File: src/sv/ffba_pkg.sv
// ----------------------------------------------------------------------------
// ffba_pkg
// Shared types, codes and constants of the first-fit block allocator.
// ----------------------------------------------------------------------------
package ffba_pkg;

  localparam int DEF_MAX_RUNS = 64;

  localparam int ADDR_W  = 48;
  localparam int BYTES_W = 32;
  localparam int REG_W   = 17;
  localparam int START_W = 16;
  localparam int LEN_W   = 17;
  localparam int DIV_CW  = 6;

  localparam logic [REG_W-1:0]  RST_BLOCK_BYTES  = 17'd256;
  localparam logic [REG_W-1:0]  RST_TOTAL_BLOCKS = 17'd16384;
  localparam logic [ADDR_W-1:0] RST_BASE_ADDRESS = 48'd0;

  localparam logic [REG_W-1:0] RANGE_MAX = 17'd65536;

  // register indexes
  localparam logic [1:0] REG_BLOCK_BYTES  = 2'd0;
  localparam logic [1:0] REG_TOTAL_BLOCKS = 2'd1;
  localparam logic [1:0] REG_BASE_ADDRESS = 2'd2;

  // commands
  localparam logic CMD_ALLOC = 1'b0;
  localparam logic CMD_FREE  = 1'b1;

  // status codes
  localparam logic [1:0] ST_OK         = 2'd0;
  localparam logic [1:0] ST_NO_SPACE   = 2'd1;
  localparam logic [1:0] ST_TABLE_FULL = 2'd2;

  typedef struct packed {
    logic [START_W-1:0] start;
    logic [LEN_W-1:0]   len;
  } entry_t;

  // clamp a register value into 1..65536
  function automatic logic [REG_W-1:0] eff_range(input logic [REG_W-1:0] v);
    logic [REG_W-1:0] r;
    if (v == '0) begin
      r = 17'd1;
    end else if (v > RANGE_MAX) begin
      r = RANGE_MAX;
    end else begin
      r = v;
    end
    return r;
  endfunction

endpackage

File: src/sv/ffba_mem.sv
// ----------------------------------------------------------------------------
// ffba_mem
// Run table storage: one write port, one read port, registered read data.
// ----------------------------------------------------------------------------
module ffba_mem #(
  parameter int DEPTH = ffba_pkg::DEF_MAX_RUNS
) (
  input  logic                     clk,
  input  logic                     we,
  input  logic [$clog2(DEPTH)-1:0] waddr,
  input  ffba_pkg::entry_t         wdata,
  input  logic [$clog2(DEPTH)-1:0] raddr,
  output ffba_pkg::entry_t         rdata
);
  import ffba_pkg::*;

  entry_t ram [DEPTH];

  always_ff @(posedge clk) begin
    if (we) begin
      ram[waddr] <= wdata;
    end
  end

  always_ff @(posedge clk) begin
    rdata <= ram[raddr];
  end

endmodule

File: src/sv/ffba_div.sv
// ----------------------------------------------------------------------------
// ffba_div
// Restoring divider, one quotient bit per cycle, 48-bit by 17-bit.
// ----------------------------------------------------------------------------
module ffba_div (
  input  logic                            clk,
  input  logic                            rst,
  input  logic                            start,
  input  logic [ffba_pkg::ADDR_W-1:0]     numer,
  input  logic [ffba_pkg::REG_W-1:0]      denom,
  output logic                            done,
  output logic [ffba_pkg::ADDR_W-1:0]     quot
);
  import ffba_pkg::*;

  localparam logic [DIV_CW-1:0] LAST = DIV_CW'(ADDR_W - 1);

  logic              run;
  logic [DIV_CW-1:0] cnt;
  logic [REG_W-1:0]  rem;
  logic [REG_W-1:0]  d;
  logic [REG_W:0]    t;
  logic              ge;

  assign t  = {rem, quot[ADDR_W-1]};
  assign ge = t >= {1'b0, d};

  always_ff @(posedge clk) begin
    if (rst) begin
      run  <= 1'b0;
      done <= 1'b0;
      cnt  <= '0;
    end else begin
      done <= 1'b0;
      if (start) begin
        run <= 1'b1;
        cnt <= '0;
      end else if (run) begin
        cnt <= cnt + DIV_CW'(1);
        if (cnt == LAST) begin
          run  <= 1'b0;
          done <= 1'b1;
        end
      end
    end
  end

  always_ff @(posedge clk) begin
    if (start) begin
      quot <= numer;
      rem  <= '0;
      d    <= denom;
    end else if (run) begin
      quot <= {quot[ADDR_W-2:0], ge};
      rem  <= ge ? REG_W'(t - {1'b0, d}) : t[REG_W-1:0];
    end
  end

endmodule

File: src/sv/first_fit_block_allocator.sv
// ----------------------------------------------------------------------------
// first_fit_block_allocator
// First-fit allocator over a sorted table of free block runs with merging.
// ----------------------------------------------------------------------------
// Usage:
//   Requests arrive on req_valid/req_stall with cmd, request_bytes and
//   free_address; each transfer yields exactly one response on
//   rsp_valid/rsp_stall carrying status and granted_address.
//   The block works on one request at a time. Sizes and addresses are
//   turned into blocks by a shared bit-serial divider. An allocate that
//   fits the region then walks the run table in the memory and, on
//   emptying a run, shifts the tail down. A free does two divisions (one
//   if its address lies below the base address); an accepted free then
//   does a position search, a shift-up and one merge pass over the table.
//   The table memory has a single read port. After reset the block writes
//   the initial run (the whole region) in S_INIT before it takes a
//   request. Writing total_blocks rebuilds the table the same way. A
//   finished response waits in the output register while the receiver
//   stalls; a new request may transfer meanwhile, and its own response
//   waits for the register to drain.
// ----------------------------------------------------------------------------
module first_fit_block_allocator #(
  parameter int MAX_RUNS = ffba_pkg::DEF_MAX_RUNS
) (
  input  logic                          clk,
  input  logic                          rst,
  input  logic                          cfg_we,
  input  logic [1:0]                    cfg_index,
  input  logic [ffba_pkg::ADDR_W-1:0]   cfg_data,
  input  logic                          req_valid,
  output logic                          req_stall,
  input  logic                          cmd,
  input  logic [ffba_pkg::BYTES_W-1:0]  request_bytes,
  input  logic [ffba_pkg::ADDR_W-1:0]   free_address,
  output logic                          rsp_valid,
  input  logic                          rsp_stall,
  output logic [1:0]                    status,
  output logic [ffba_pkg::ADDR_W-1:0]   granted_address
);
  import ffba_pkg::*;

  localparam int AW = $clog2(MAX_RUNS);
  localparam int CW = $clog2(MAX_RUNS + 1);
  localparam logic [CW-1:0] RUNS_FULL = CW'(MAX_RUNS);
  localparam logic [CW-1:0] ONE = CW'(1);

  localparam logic [4:0] S_INIT    = 5'd0;
  localparam logic [4:0] S_IDLE    = 5'd1;
  localparam logic [4:0] S_DIVN    = 5'd2;
  localparam logic [4:0] S_DIVH    = 5'd3;
  localparam logic [4:0] S_ASCAN   = 5'd4;
  localparam logic [4:0] S_AEVAL   = 5'd5;
  localparam logic [4:0] S_SHDN_RD = 5'd6;
  localparam logic [4:0] S_SHDN_WR = 5'd7;
  localparam logic [4:0] S_AADDR   = 5'd8;
  localparam logic [4:0] S_FIND_RD = 5'd9;
  localparam logic [4:0] S_FIND_EV = 5'd10;
  localparam logic [4:0] S_SHUP    = 5'd11;
  localparam logic [4:0] S_SHUP_WR = 5'd12;
  localparam logic [4:0] S_MRG0    = 5'd13;
  localparam logic [4:0] S_MRG1    = 5'd14;
  localparam logic [4:0] S_MRG_RD  = 5'd15;
  localparam logic [4:0] S_MRG_EV  = 5'd16;
  localparam logic [4:0] S_DONE    = 5'd17;

  logic [4:0] state;

  // configuration
  logic [REG_W-1:0]  block_bytes;
  logic [REG_W-1:0]  total_blocks;
  logic [ADDR_W-1:0] base_address;
  logic [REG_W-1:0]  eff_bb;
  logic [REG_W-1:0]  eff_tb;

  // request context
  logic               cmd_r;
  logic [ADDR_W-1:0]  faddr_r;
  logic [32:0]        cnt_r;
  logic [START_W-1:0] head_r;
  logic [32:0]        prod;
  logic [1:0]         st_r;
  logic [ADDR_W-1:0]  addr_r;

  // table walk
  logic [CW-1:0] count;
  logic [CW-1:0] i;
  logic [CW-1:0] j;
  logic [CW-1:0] w;
  logic [CW-1:0] pos;
  entry_t        cur;

  // memory and divider hookup
  logic          mem_we;
  logic [AW-1:0] mem_waddr;
  entry_t        mem_wdata;
  logic [AW-1:0] mem_raddr;
  entry_t        mem_rdata;
  logic              div_start;
  logic [ADDR_W-1:0] div_numer;
  logic              div_done;
  logic [ADDR_W-1:0] div_quot;

  // datapath terms
  logic              req_xfer;
  logic [32:0]       ceil_numer;
  logic              hit;
  logic [LEN_W-1:0]  new_len;
  logic [17:0]       new_start;
  logic              drop_run;
  logic              adjacent;
  logic [17:0]       len_sum;
  logic [LEN_W-1:0]  merged_len;
  logic              free_in_range;

  assign eff_bb = eff_range(block_bytes);
  assign eff_tb = eff_range(total_blocks);

  assign req_stall = (state != S_IDLE);
  assign req_xfer  = req_valid && !req_stall;

  // round a byte count up to whole blocks
  assign ceil_numer = {1'b0, request_bytes} + {16'd0, eff_bb} - 33'd1;

  assign hit       = mem_rdata.len >= cnt_r[LEN_W-1:0];
  assign new_len   = mem_rdata.len - cnt_r[LEN_W-1:0];
  assign new_start = {2'b00, mem_rdata.start} + {1'b0, cnt_r[LEN_W-1:0]};
  assign drop_run  = (new_len == '0) || (new_start[17:16] != 2'b00);

  assign adjacent   = ({2'b00, cur.start} + {1'b0, cur.len}) == {2'b00, mem_rdata.start};
  assign len_sum    = {1'b0, cur.len} + {1'b0, mem_rdata.len};
  assign merged_len = len_sum[17] ? '1 : len_sum[LEN_W-1:0];

  // drop a free of zero blocks, or one that lies outside the region or spans past its end
  assign free_in_range = (div_quot < {31'd0, eff_tb}) && (cnt_r != '0) &&
                         (({1'b0, div_quot} + {16'd0, cnt_r}) <= {32'd0, eff_tb});

  ffba_mem #(
    .DEPTH(MAX_RUNS)
  ) u_mem (
    .clk  (clk),
    .we   (mem_we),
    .waddr(mem_waddr),
    .wdata(mem_wdata),
    .raddr(mem_raddr),
    .rdata(mem_rdata)
  );

  ffba_div u_div (
    .clk  (clk),
    .rst  (rst),
    .start(div_start),
    .numer(div_numer),
    .denom(eff_bb),
    .done (div_done),
    .quot (div_quot)
  );

  // Memory and divider control. Shift and merge steps read one entry, then
  // write a different entry; an allocate rewrites the run it just read.
  always_comb begin
    mem_we    = 1'b0;
    mem_waddr = '0;
    mem_wdata = '0;
    mem_raddr = '0;
    div_start = 1'b0;
    div_numer = '0;
    if (cfg_we && cfg_index == REG_TOTAL_BLOCKS) begin
      // rebuild the table as one run over the whole region
      mem_we    = 1'b1;
      mem_wdata = '{start: '0, len: eff_range(cfg_data[REG_W-1:0])};
    end else begin
      case (state)
        S_INIT: begin
          mem_we    = 1'b1;
          mem_wdata = '{start: '0, len: eff_tb};
        end
        S_ASCAN, S_FIND_RD: begin
          mem_raddr = i[AW-1:0];
        end
        S_AEVAL: begin
          if (hit && !drop_run) begin
            mem_we    = 1'b1;
            mem_waddr = i[AW-1:0];
            mem_wdata = '{start: new_start[START_W-1:0], len: new_len};
          end
        end
        S_SHDN_RD: begin
          mem_raddr = j[AW-1:0];
        end
        S_SHDN_WR: begin
          mem_we    = 1'b1;
          mem_waddr = AW'(j - ONE);
          mem_wdata = mem_rdata;
        end
        S_SHUP: begin
          if (j == pos) begin
            mem_we    = 1'b1;
            mem_waddr = pos[AW-1:0];
            mem_wdata = '{start: head_r, len: cnt_r[LEN_W-1:0]};
          end else begin
            mem_raddr = AW'(j - ONE);
          end
        end
        S_SHUP_WR: begin
          mem_we    = 1'b1;
          mem_waddr = j[AW-1:0];
          mem_wdata = mem_rdata;
        end
        S_MRG_RD: begin
          if (i == count) begin
            mem_we    = 1'b1;
            mem_waddr = w[AW-1:0];
            mem_wdata = cur;
          end else begin
            mem_raddr = i[AW-1:0];
          end
        end
        S_MRG_EV: begin
          if (!adjacent) begin
            mem_we    = 1'b1;
            mem_waddr = w[AW-1:0];
            mem_wdata = cur;
          end
        end
        default: begin
        end
      endcase
      if (state == S_IDLE && req_valid) begin
        div_start = 1'b1;
        div_numer = {15'd0, ceil_numer};
      end else if (state == S_DIVN && div_done && cmd_r == CMD_FREE &&
                   faddr_r >= base_address) begin
        div_start = 1'b1;
        div_numer = faddr_r - base_address;
      end
    end
  end

  // Sequencer
  always_ff @(posedge clk) begin
    if (rst) begin
      state        <= S_INIT;
      count        <= ONE;
      block_bytes  <= RST_BLOCK_BYTES;
      total_blocks <= RST_TOTAL_BLOCKS;
      base_address <= RST_BASE_ADDRESS;
      rsp_valid    <= 1'b0;
    end else begin
      // load a finished response, or drop the one the receiver just took
      if (state == S_DONE && (!rsp_valid || !rsp_stall)) begin
        rsp_valid <= 1'b1;
      end else if (rsp_valid && !rsp_stall) begin
        rsp_valid <= 1'b0;
      end
      case (state)
        S_INIT: begin
          state <= S_IDLE;
        end
        S_IDLE: begin
          if (req_xfer) begin
            cmd_r   <= cmd;
            faddr_r <= free_address;
            st_r    <= ST_OK;
            addr_r  <= '0;
            state   <= S_DIVN;
          end
        end
        S_DIVN: begin
          if (div_done) begin
            cnt_r <= div_quot[32:0];
            if (cmd_r == CMD_ALLOC) begin
              if (div_quot > {31'd0, eff_tb}) begin
                st_r  <= ST_NO_SPACE;
                state <= S_DONE;
              end else begin
                i     <= '0;
                state <= S_ASCAN;
              end
            end else if (faddr_r < base_address) begin
              state <= S_DONE;
            end else begin
              state <= S_DIVH;
            end
          end
        end
        S_DIVH: begin
          if (div_done) begin
            head_r <= div_quot[START_W-1:0];
            if (!free_in_range) begin
              state <= S_DONE;
            end else if (count == RUNS_FULL) begin
              st_r  <= ST_TABLE_FULL;
              state <= S_DONE;
            end else begin
              i     <= '0;
              state <= S_FIND_RD;
            end
          end
        end
        S_ASCAN: begin
          if (i == count) begin
            st_r  <= ST_NO_SPACE;
            state <= S_DONE;
          end else begin
            state <= S_AEVAL;
          end
        end
        S_AEVAL: begin
          if (hit) begin
            prod <= 33'(mem_rdata.start) * 33'(eff_bb);
            if (drop_run) begin
              j     <= i + ONE;
              state <= S_SHDN_RD;
            end else begin
              state <= S_AADDR;
            end
          end else begin
            i     <= i + ONE;
            state <= S_ASCAN;
          end
        end
        S_SHDN_RD: begin
          if (j == count) begin
            count <= count - ONE;
            state <= S_AADDR;
          end else begin
            state <= S_SHDN_WR;
          end
        end
        S_SHDN_WR: begin
          j     <= j + ONE;
          state <= S_SHDN_RD;
        end
        S_AADDR: begin
          addr_r <= base_address + {15'd0, prod};
          state  <= S_DONE;
        end
        S_FIND_RD: begin
          if (i == count) begin
            pos   <= count;
            j     <= count;
            state <= S_SHUP;
          end else begin
            state <= S_FIND_EV;
          end
        end
        S_FIND_EV: begin
          if (mem_rdata.start > head_r) begin
            pos   <= i;
            j     <= count;
            state <= S_SHUP;
          end else begin
            i     <= i + ONE;
            state <= S_FIND_RD;
          end
        end
        S_SHUP: begin
          if (j == pos) begin
            count <= count + ONE;
            state <= S_MRG0;
          end else begin
            state <= S_SHUP_WR;
          end
        end
        S_SHUP_WR: begin
          j     <= j - ONE;
          state <= S_SHUP;
        end
        S_MRG0: begin
          state <= S_MRG1;
        end
        S_MRG1: begin
          cur   <= mem_rdata;
          w     <= '0;
          i     <= ONE;
          state <= S_MRG_RD;
        end
        S_MRG_RD: begin
          if (i == count) begin
            count <= w + ONE;
            state <= S_DONE;
          end else begin
            state <= S_MRG_EV;
          end
        end
        S_MRG_EV: begin
          // fold touching neighbors into the run in hand, else flush it
          if (adjacent) begin
            cur.len <= merged_len;
          end else begin
            cur <= mem_rdata;
            w   <= w + ONE;
          end
          i     <= i + ONE;
          state <= S_MRG_RD;
        end
        S_DONE: begin
          if (!rsp_valid || !rsp_stall) begin
            status          <= st_r;
            granted_address <= addr_r;
            state           <= S_IDLE;
          end
        end
        default: begin
          state <= S_IDLE;
        end
      endcase
      if (cfg_we) begin
        case (cfg_index)
          REG_BLOCK_BYTES: begin
            block_bytes <= cfg_data[REG_W-1:0];
          end
          REG_TOTAL_BLOCKS: begin
            total_blocks <= cfg_data[REG_W-1:0];
            count        <= ONE;
          end
          REG_BASE_ADDRESS: begin
            base_address <= cfg_data;
          end
          default: begin
          end
        endcase
      end
    end
  end

  // The table never holds more runs than the memory has entries.
  a_count_bound: assert property (@(posedge clk) disable iff (rst)
    count <= RUNS_FULL)
    else $error("run count exceeds table depth");

  // A failed request never reports an address.
  a_fail_no_addr: assert property (@(posedge clk) disable iff (rst)
    rsp_valid && status != ST_OK |-> granted_address == '0)
    else $error("address reported on failure");

  // A response is only raised from the completion step.
  a_rsp_source: assert property (@(posedge clk) disable iff (rst)
    $rose(rsp_valid) |-> $past(state) == S_DONE)
    else $error("response raised outside completion");

  // A full table is only reported for a free request.
  a_full_on_free: assert property (@(posedge clk) disable iff (rst)
    state == S_DONE && st_r == ST_TABLE_FULL |-> cmd_r == CMD_FREE)
    else $error("table full reported for allocate");

endmodule
File: config.mk
export PLATFORM = sky130hd
export DESIGN_NAME = first_fit_block_allocator
export DESIGN_NICKNAME = d
export VERILOG_FILES = /design/src/sv/ffba_pkg.sv /design/src/sv/ffba_mem.sv /design/src/sv/ffba_div.sv /design/src/sv/first_fit_block_allocator.sv
export SDC_FILE = /design/constraint.sdc
export NUM_CORES = 2
export LEC_CHECK = 0
export BUFFER_PORTS_ARGS = -buffer_cell sky130_fd_sc_hd__buf_2
export CAP_MARGIN = 20
export CORE_AREA = 2 2 508 1015
export CTS_BUF_LIST = sky130_fd_sc_hd__clkbuf_16
export DETAILED_ROUTE_END_ITERATION = 12
export DIE_AREA = 0 0 510 1017
export GPL_TIMING_DRIVEN = 1
export PLACE_DENSITY = 0.49
export SYNTH_ARGS = -nofsm -noshare
export SYNTH_HDL_FRONTEND = slang
export SYNTH_SLANG_ARGS = --single-unit
export TNS_END_PERCENT = 10
File: constraint.sdc
create_clock -name clk -period 8.5 [get_ports clk]
set_input_delay 0.85 -clock clk [delete_from_list [all_inputs] [get_ports clk]]
set_output_delay 0.85 -clock clk [all_outputs]
set_load 0.005 [all_outputs]
==> impl_results.html <==
<table>
<tr><th>Metric</th><th>Value</th></tr>
<tr><th colspan="2">Power and ir drop</th></tr>
<tr><td>Pwr dens</td><td>223 nW/um^2</td></tr>
<tr><td>Peak supply drop</td><td>roughly 0.00019 V</td></tr>
<tr><td>Leakage dissipation</td><td>52.0 nW</td></tr>
<tr><td>Total power of the final layout</td><td>approximately 0.033 W</td></tr>
<tr><th colspan="2">Min path</th></tr>
<tr><td>Worst Min Path Start</td><td>free_address[40]</td></tr>
<tr><td>Hold WC Path Type</td><td>input port to flop</td></tr>
<tr><th colspan="2">STA</th></tr>
<tr><td>Setup repair after global routing missed its margin</td><td>false</td></tr>
<tr><td>Worst relative slew slack</td><td>0.0916</td></tr>
<tr><td>Final number of max-transition violations</td><td>0</td></tr>
<tr><td>Achievable clock frequency</td><td>125 MHz</td></tr>
<tr><td>Finish-stage setup viols</td><td>0</td></tr>
<tr><td>Portion of the clock cycle consumed by the worst path in the final layout</td><td>0.941</td></tr>
<tr><td>Worst setup skew after layout</td><td>0.139 ns</td></tr>
<tr><td>Final TNS setup</td><td>0 ns</td></tr>
<tr><td>Final setup slack of the worst path</td><td>between 0.5 and 0.6 ns</td></tr>
<tr><td>Actual slew at the worst max-slew pin</td><td>1.36 ns</td></tr>
<tr><td>Hold violation total from the final report</td><td>0</td></tr>
<tr><td>Minimum period implied by the final worst setup slack</td><td>8.00 ns</td></tr>
<tr><th colspan="2">Drt</th></tr>
<tr><td>First-pass iteration count of the detailed router</td><td>6</td></tr>
<tr><td>Post-route DRC</td><td>0</td></tr>
<tr><td>Number of DRC violations after detailed-routing iteration 0</td><td>10400</td></tr>
<tr><td>Via count</td><td>just over 90000</td></tr>
<tr><td>Routed length per instance</td><td>26.4 microns</td></tr>
<tr><td>Via count normalized by instance count</td><td>~5</td></tr>
<tr><td>Routed wire length</td><td>a little under 500 mm</td></tr>
<tr><td>Post-DRT Antenna Nets</td><td>0</td></tr>
<tr><th colspan="2">Yosys</th></tr>
<tr><td>Number of instances in the synthesized netlist</td><td>11100</td></tr>
<tr><td>Number of nets in the synthesized netlist</td><td>11900</td></tr>
<tr><td>Post-Syn Area per Cell</td><td>11.5 sq um</td></tr>
<tr><td>Most used flip-flop cell after synthesis</td><td>sky130_fd_sc_hd__edfxtp_1</td></tr>
<tr><td>Cell taking the most area after synthesis</td><td>sky130_fd_sc_hd__edfxtp_1</td></tr>
<tr><td>Warnings from Yosys</td><td>0</td></tr>
<tr><td>Share of flip-flops with an asynchronous set or reset after synthesis</td><td>0</td></tr>
<tr><td>Count of flip-flops with a built-in enable after synthesis</td><td>2469</td></tr>
<tr><td>Fraction of the yosys area taken by sequential cells</td><td>0.605</td></tr>
<tr><td>Total of flip-flops plus latches after synthesis</td><td>approximately 2600</td></tr>
<tr><td>Mapped cell area</td><td>128000 sq um</td></tr>
<tr><td>Number of distinct library cells after synthesis</td><td>94</td></tr>
<tr><td>Portion of synthesized cell area occupied by the leading cell type</td><td>0.581</td></tr>
<tr><td>Largest cells by area after synthesis</td><td>sky130_fd_sc_hd__edfxtp_1, sky130_fd_sc_hd__nand2_1, sky130_fd_sc_hd__ha_1</td></tr>
<tr><th colspan="2">Global route</th></tr>
<tr><td>Leftover overflow at the end of global routing</td><td>0</td></tr>
<tr><td>Via count of the first global-routing pass</td><td>89500</td></tr>
<tr><td>Wire length of the first global-routing pass</td><td>between 600 and 700 mm</td></tr>
<tr><td>Maximum number of pins on one net before global-route repair</td><td>119</td></tr>
<tr><td>All-layer global routing usage</td><td>0.180</td></tr>
<tr><td>Initial antenna violation count</td><td>35</td></tr>
<tr><th colspan="2">Worst setup path</th></tr>
<tr><td>Arrival @ worst endpoint</td><td>8.62 ns</td></tr>
<tr><td>Critical path type</td><td>flop to flop</td></tr>
<tr><td>Launch instance of the worst register-to-register path</td><td>block_bytes[0]</td></tr>
<tr><td>Data required time of the worst path</td><td>9.13 ns</td></tr>
<tr><td>Crit path max fanout</td><td>21</td></tr>
<tr><td>Crit. Startpoint</td><td>block_bytes[0]</td></tr>
<tr><td>Startpoint type of the worst setup path</td><td>flop</td></tr>
<tr><td>Category of the worst setup path capture point</td><td>flop</td></tr>
<tr><th colspan="2">Place</th></tr>
<tr><td>Number of buffer cells added on primary ports</td><td>187</td></tr>
<tr><td>Global placer's final weighted congestion</td><td>approximately 0.88</td></tr>
<tr><td>Pre-CTS worst setup slack</td><td>0.334 ns</td></tr>
<tr><td>HPWL after detailed placement</td><td>306 mm</td></tr>
<tr><td>Cell count after placement</td><td>17700</td></tr>
<tr><th colspan="2">CTS</th></tr>
<tr><td>Root buffer cell</td><td>sky130_fd_sc_hd__clkbuf_16</td></tr>
<tr><td>CTS tree</td><td>built</td></tr>
<tr><td>TritonCTS buffer count</td><td>282</td></tr>
<tr><td>Maximum buffer depth of the clock tree</td><td>4</td></tr>
<tr><td>Buffers inserted during post-CTS setup optimization</td><td>0</td></tr>
<tr><td>Clock sink total</td><td>2622</td></tr>
<tr><td>Clock slew seen by the registers of the worst setup and hold paths</td><td>roughly 0.06 ns</td></tr>
<tr><td>Clock latency on the worst-skew pair</td><td>0.98 ns</td></tr>
<tr><td>Max H-tree Level</td><td>5</td></tr>
<tr><td>Count of hold buffers inserted by post-cts repair</td><td>0</td></tr>
<tr><td>Number of instances resized during post-cts repair</td><td>0</td></tr>
<tr><th colspan="2">Die</th></tr>
<tr><td>Core ar.</td><td>512000 sq um</td></tr>
<tr><td>Height of the die</td><td>1.02 mm</td></tr>
<tr><td>Die Outline Area</td><td>519000 sq um</td></tr>
<tr><td>Initial Utilization</td><td>0.249</td></tr>
<tr><td>Ports</td><td>188</td></tr>
<tr><td>Number of cell rows</td><td>372</td></tr>
<tr><td>Chip Width</td><td>510 microns</td></tr>
<tr><th colspan="2">Layout</th></tr>
<tr><td>Nets</td><td>12100</td></tr>
<tr><td>Layout overhead on the synthesized area</td><td>16.3%</td></tr>
<tr><td>Fraction of layout instances using a drive strength above 1</td><td>0.105</td></tr>
<tr><td>Cell Count, Final, Fillers Out</td><td>about 18000</td></tr>
<tr><th colspan="2">Job</th></tr>
<tr><td>Max-capacitance violation count</td><td>0</td></tr>
<tr><th colspan="2">Outcome</th></tr>
<tr><td>Outcome</td><td>complete, no violations</td></tr>
</table>
[registers in the layout (all words and copies together) (netlist names), 6 cells and up]
signal and cells:
u_mem.rdata 33, u_div.quot 48, cur 33, faddr_r 48, u_div.cnt 6, u_div.d 17
w 7, granted_address 48, cnt_r 33, total_blocks 17, head_r 16, j 7
u_mem.ram 2112, base_address 48, i 7, block_bytes 17, prod 33, addr_r 48
count 7, pos 7, u_div.rem 17
[cell usage after synthesis (all sizes together), types with 31 or more instances]
| library cell | count |
|---|---|
| a211oi | 69 |
| a21o | 146 |
| a21oi | 545 |
| a221oi | 41 |
| a311oi | 99 |
| a31oi | 176 |
| and2 | 99 |
| and3 | 185 |
| buf | 151 |
| clkbuf | 515 |
| dfxtp | 153 |
| edfxtp | 2469 |
| fa | 217 |
| ha | 407 |
| inv | 496 |
| mux2i | 124 |
| nand2 | 1956 |
| nand2b | 42 |
| nand3 | 567 |
| nand4 | 92 |
| nor2 | 590 |
| nor2b | 46 |
| nor3 | 345 |
| nor4 | 65 |
| o211ai | 76 |
| o21a | 43 |
| o21ai | 397 |
| o21bai | 31 |
| o221ai | 57 |
| o22ai | 50 |
| o32ai | 35 |
| or3 | 108 |
| xnor2 | 152 |
| xor2 | 84 |
[routing by layer]
layer	track usage	wire length [microns]	vias up
li1	-	-	41300
met1	0.237	201000	47500
met2	0.296	228000	3802
met3	0.0238	32600	678
met4	0.0759	23100	14
met5	0	95	-
[worst paths after layout]
kind | to | slack [ns] | cells past startpoint
worst max-delay path | prod[32] | 0.50 | 27
worst min-delay path | faddr_r[40] | 0.09 | 1
worst max register to register | prod[32] | 0.50 | 27
worst min register to register | granted_address[39] | 0.39 | 0
[through the flow]
| stage | cell area [sq um] | hold slack (ns) | util |
|---|---|---|---|
| 2_1_floorplan | 128000 | 0.400 | - |
| 3_3_place_gp | 139000 | 0.404 | 0.271 |
| 3_5_place_dp | 139000 | 0.405 | 0.272 |
| 4_1_cts | 148000 | 0.0369 | 0.289 |
| 5_1_grt | 148000 | 0.0519 | 0.290 |
| 6_report | 148000 | 0.0938 | 0.290 |
[layout make-up]
cell class | count | area [sq um]
antenna | 96 | 240
tap | 6732 | 8420
inverter | 498 | 1870
timing repair buffer | 586 | 4390
fill | 52500 | 363000
multi-input combinational | 7304 | 47000
clock buffer | 284 | 7110
clock inverter | 218 | 1980
sequential | 2622 | 77200
[power by group]
part           internal [W]  total (W)  leakage (nW)  switching (W)
Sequential           0.0146     0.0151          22.6       0.000451
Clock               0.00706     0.0125          4.69        0.00543
Combinational       0.00190    0.00547          24.7        0.00357
[cells in the final DEF (no fill, tap or decap), drive strengths merged, types with 284 or more instances in the layout]
master and instances:
nand3 567, a21oi 545, ha 407, inv 576, nor3 345, o21ai 397, clkbuf 284, buf 585
edfxtp 2469, nor2 590, nand2 1956
[kinds of logic after synthesis]
kind of cell	synth area share
AOI/OAI and AO/OA	0.109
xor gates and xnor gates	0.0162
adders and majority gates	0.0740
buffers and inverters	0.0349
DFF	0.605
muxes	0.0121
and+or+nand+nor	0.149
[worst max-delay path, cell delays in order (launching register included)]
cell                        delay, ns
sky130_fd_sc_hd__dfxtp_1         0.32
sky130_fd_sc_hd__nor4_1          0.40
sky130_fd_sc_hd__nand4_1         0.18
sky130_fd_sc_hd__nand2_1         0.26
sky130_fd_sc_hd__buf_4           0.29
sky130_fd_sc_hd__and2_1          0.52
sky130_fd_sc_hd__nand2_1         0.15
sky130_fd_sc_hd__fa_1            0.45
sky130_fd_sc_hd__fa_1            0.51
sky130_fd_sc_hd__inv_1           0.06
sky130_fd_sc_hd__fa_1            0.55
sky130_fd_sc_hd__fa_1            0.42
sky130_fd_sc_hd__fa_1            0.51
sky130_fd_sc_hd__inv_1           0.07
sky130_fd_sc_hd__fa_1            0.50
sky130_fd_sc_hd__inv_1           0.06
sky130_fd_sc_hd__ha_1            0.34
sky130_fd_sc_hd__a21o_1          0.20
sky130_fd_sc_hd__a21o_1          0.17
sky130_fd_sc_hd__a21o_1          0.19
sky130_fd_sc_hd__a21oi_1         0.20
sky130_fd_sc_hd__o21ai_0         0.14
sky130_fd_sc_hd__a2bb2oi_1       0.25
sky130_fd_sc_hd__a21boi_0        0.23
sky130_fd_sc_hd__a211o_1         0.33
sky130_fd_sc_hd__a21o_1          0.18
sky130_fd_sc_hd__a21oi_1         0.17
sky130_fd_sc_hd__xnor2_1         0.08
(Power assumes the default switching activity.)
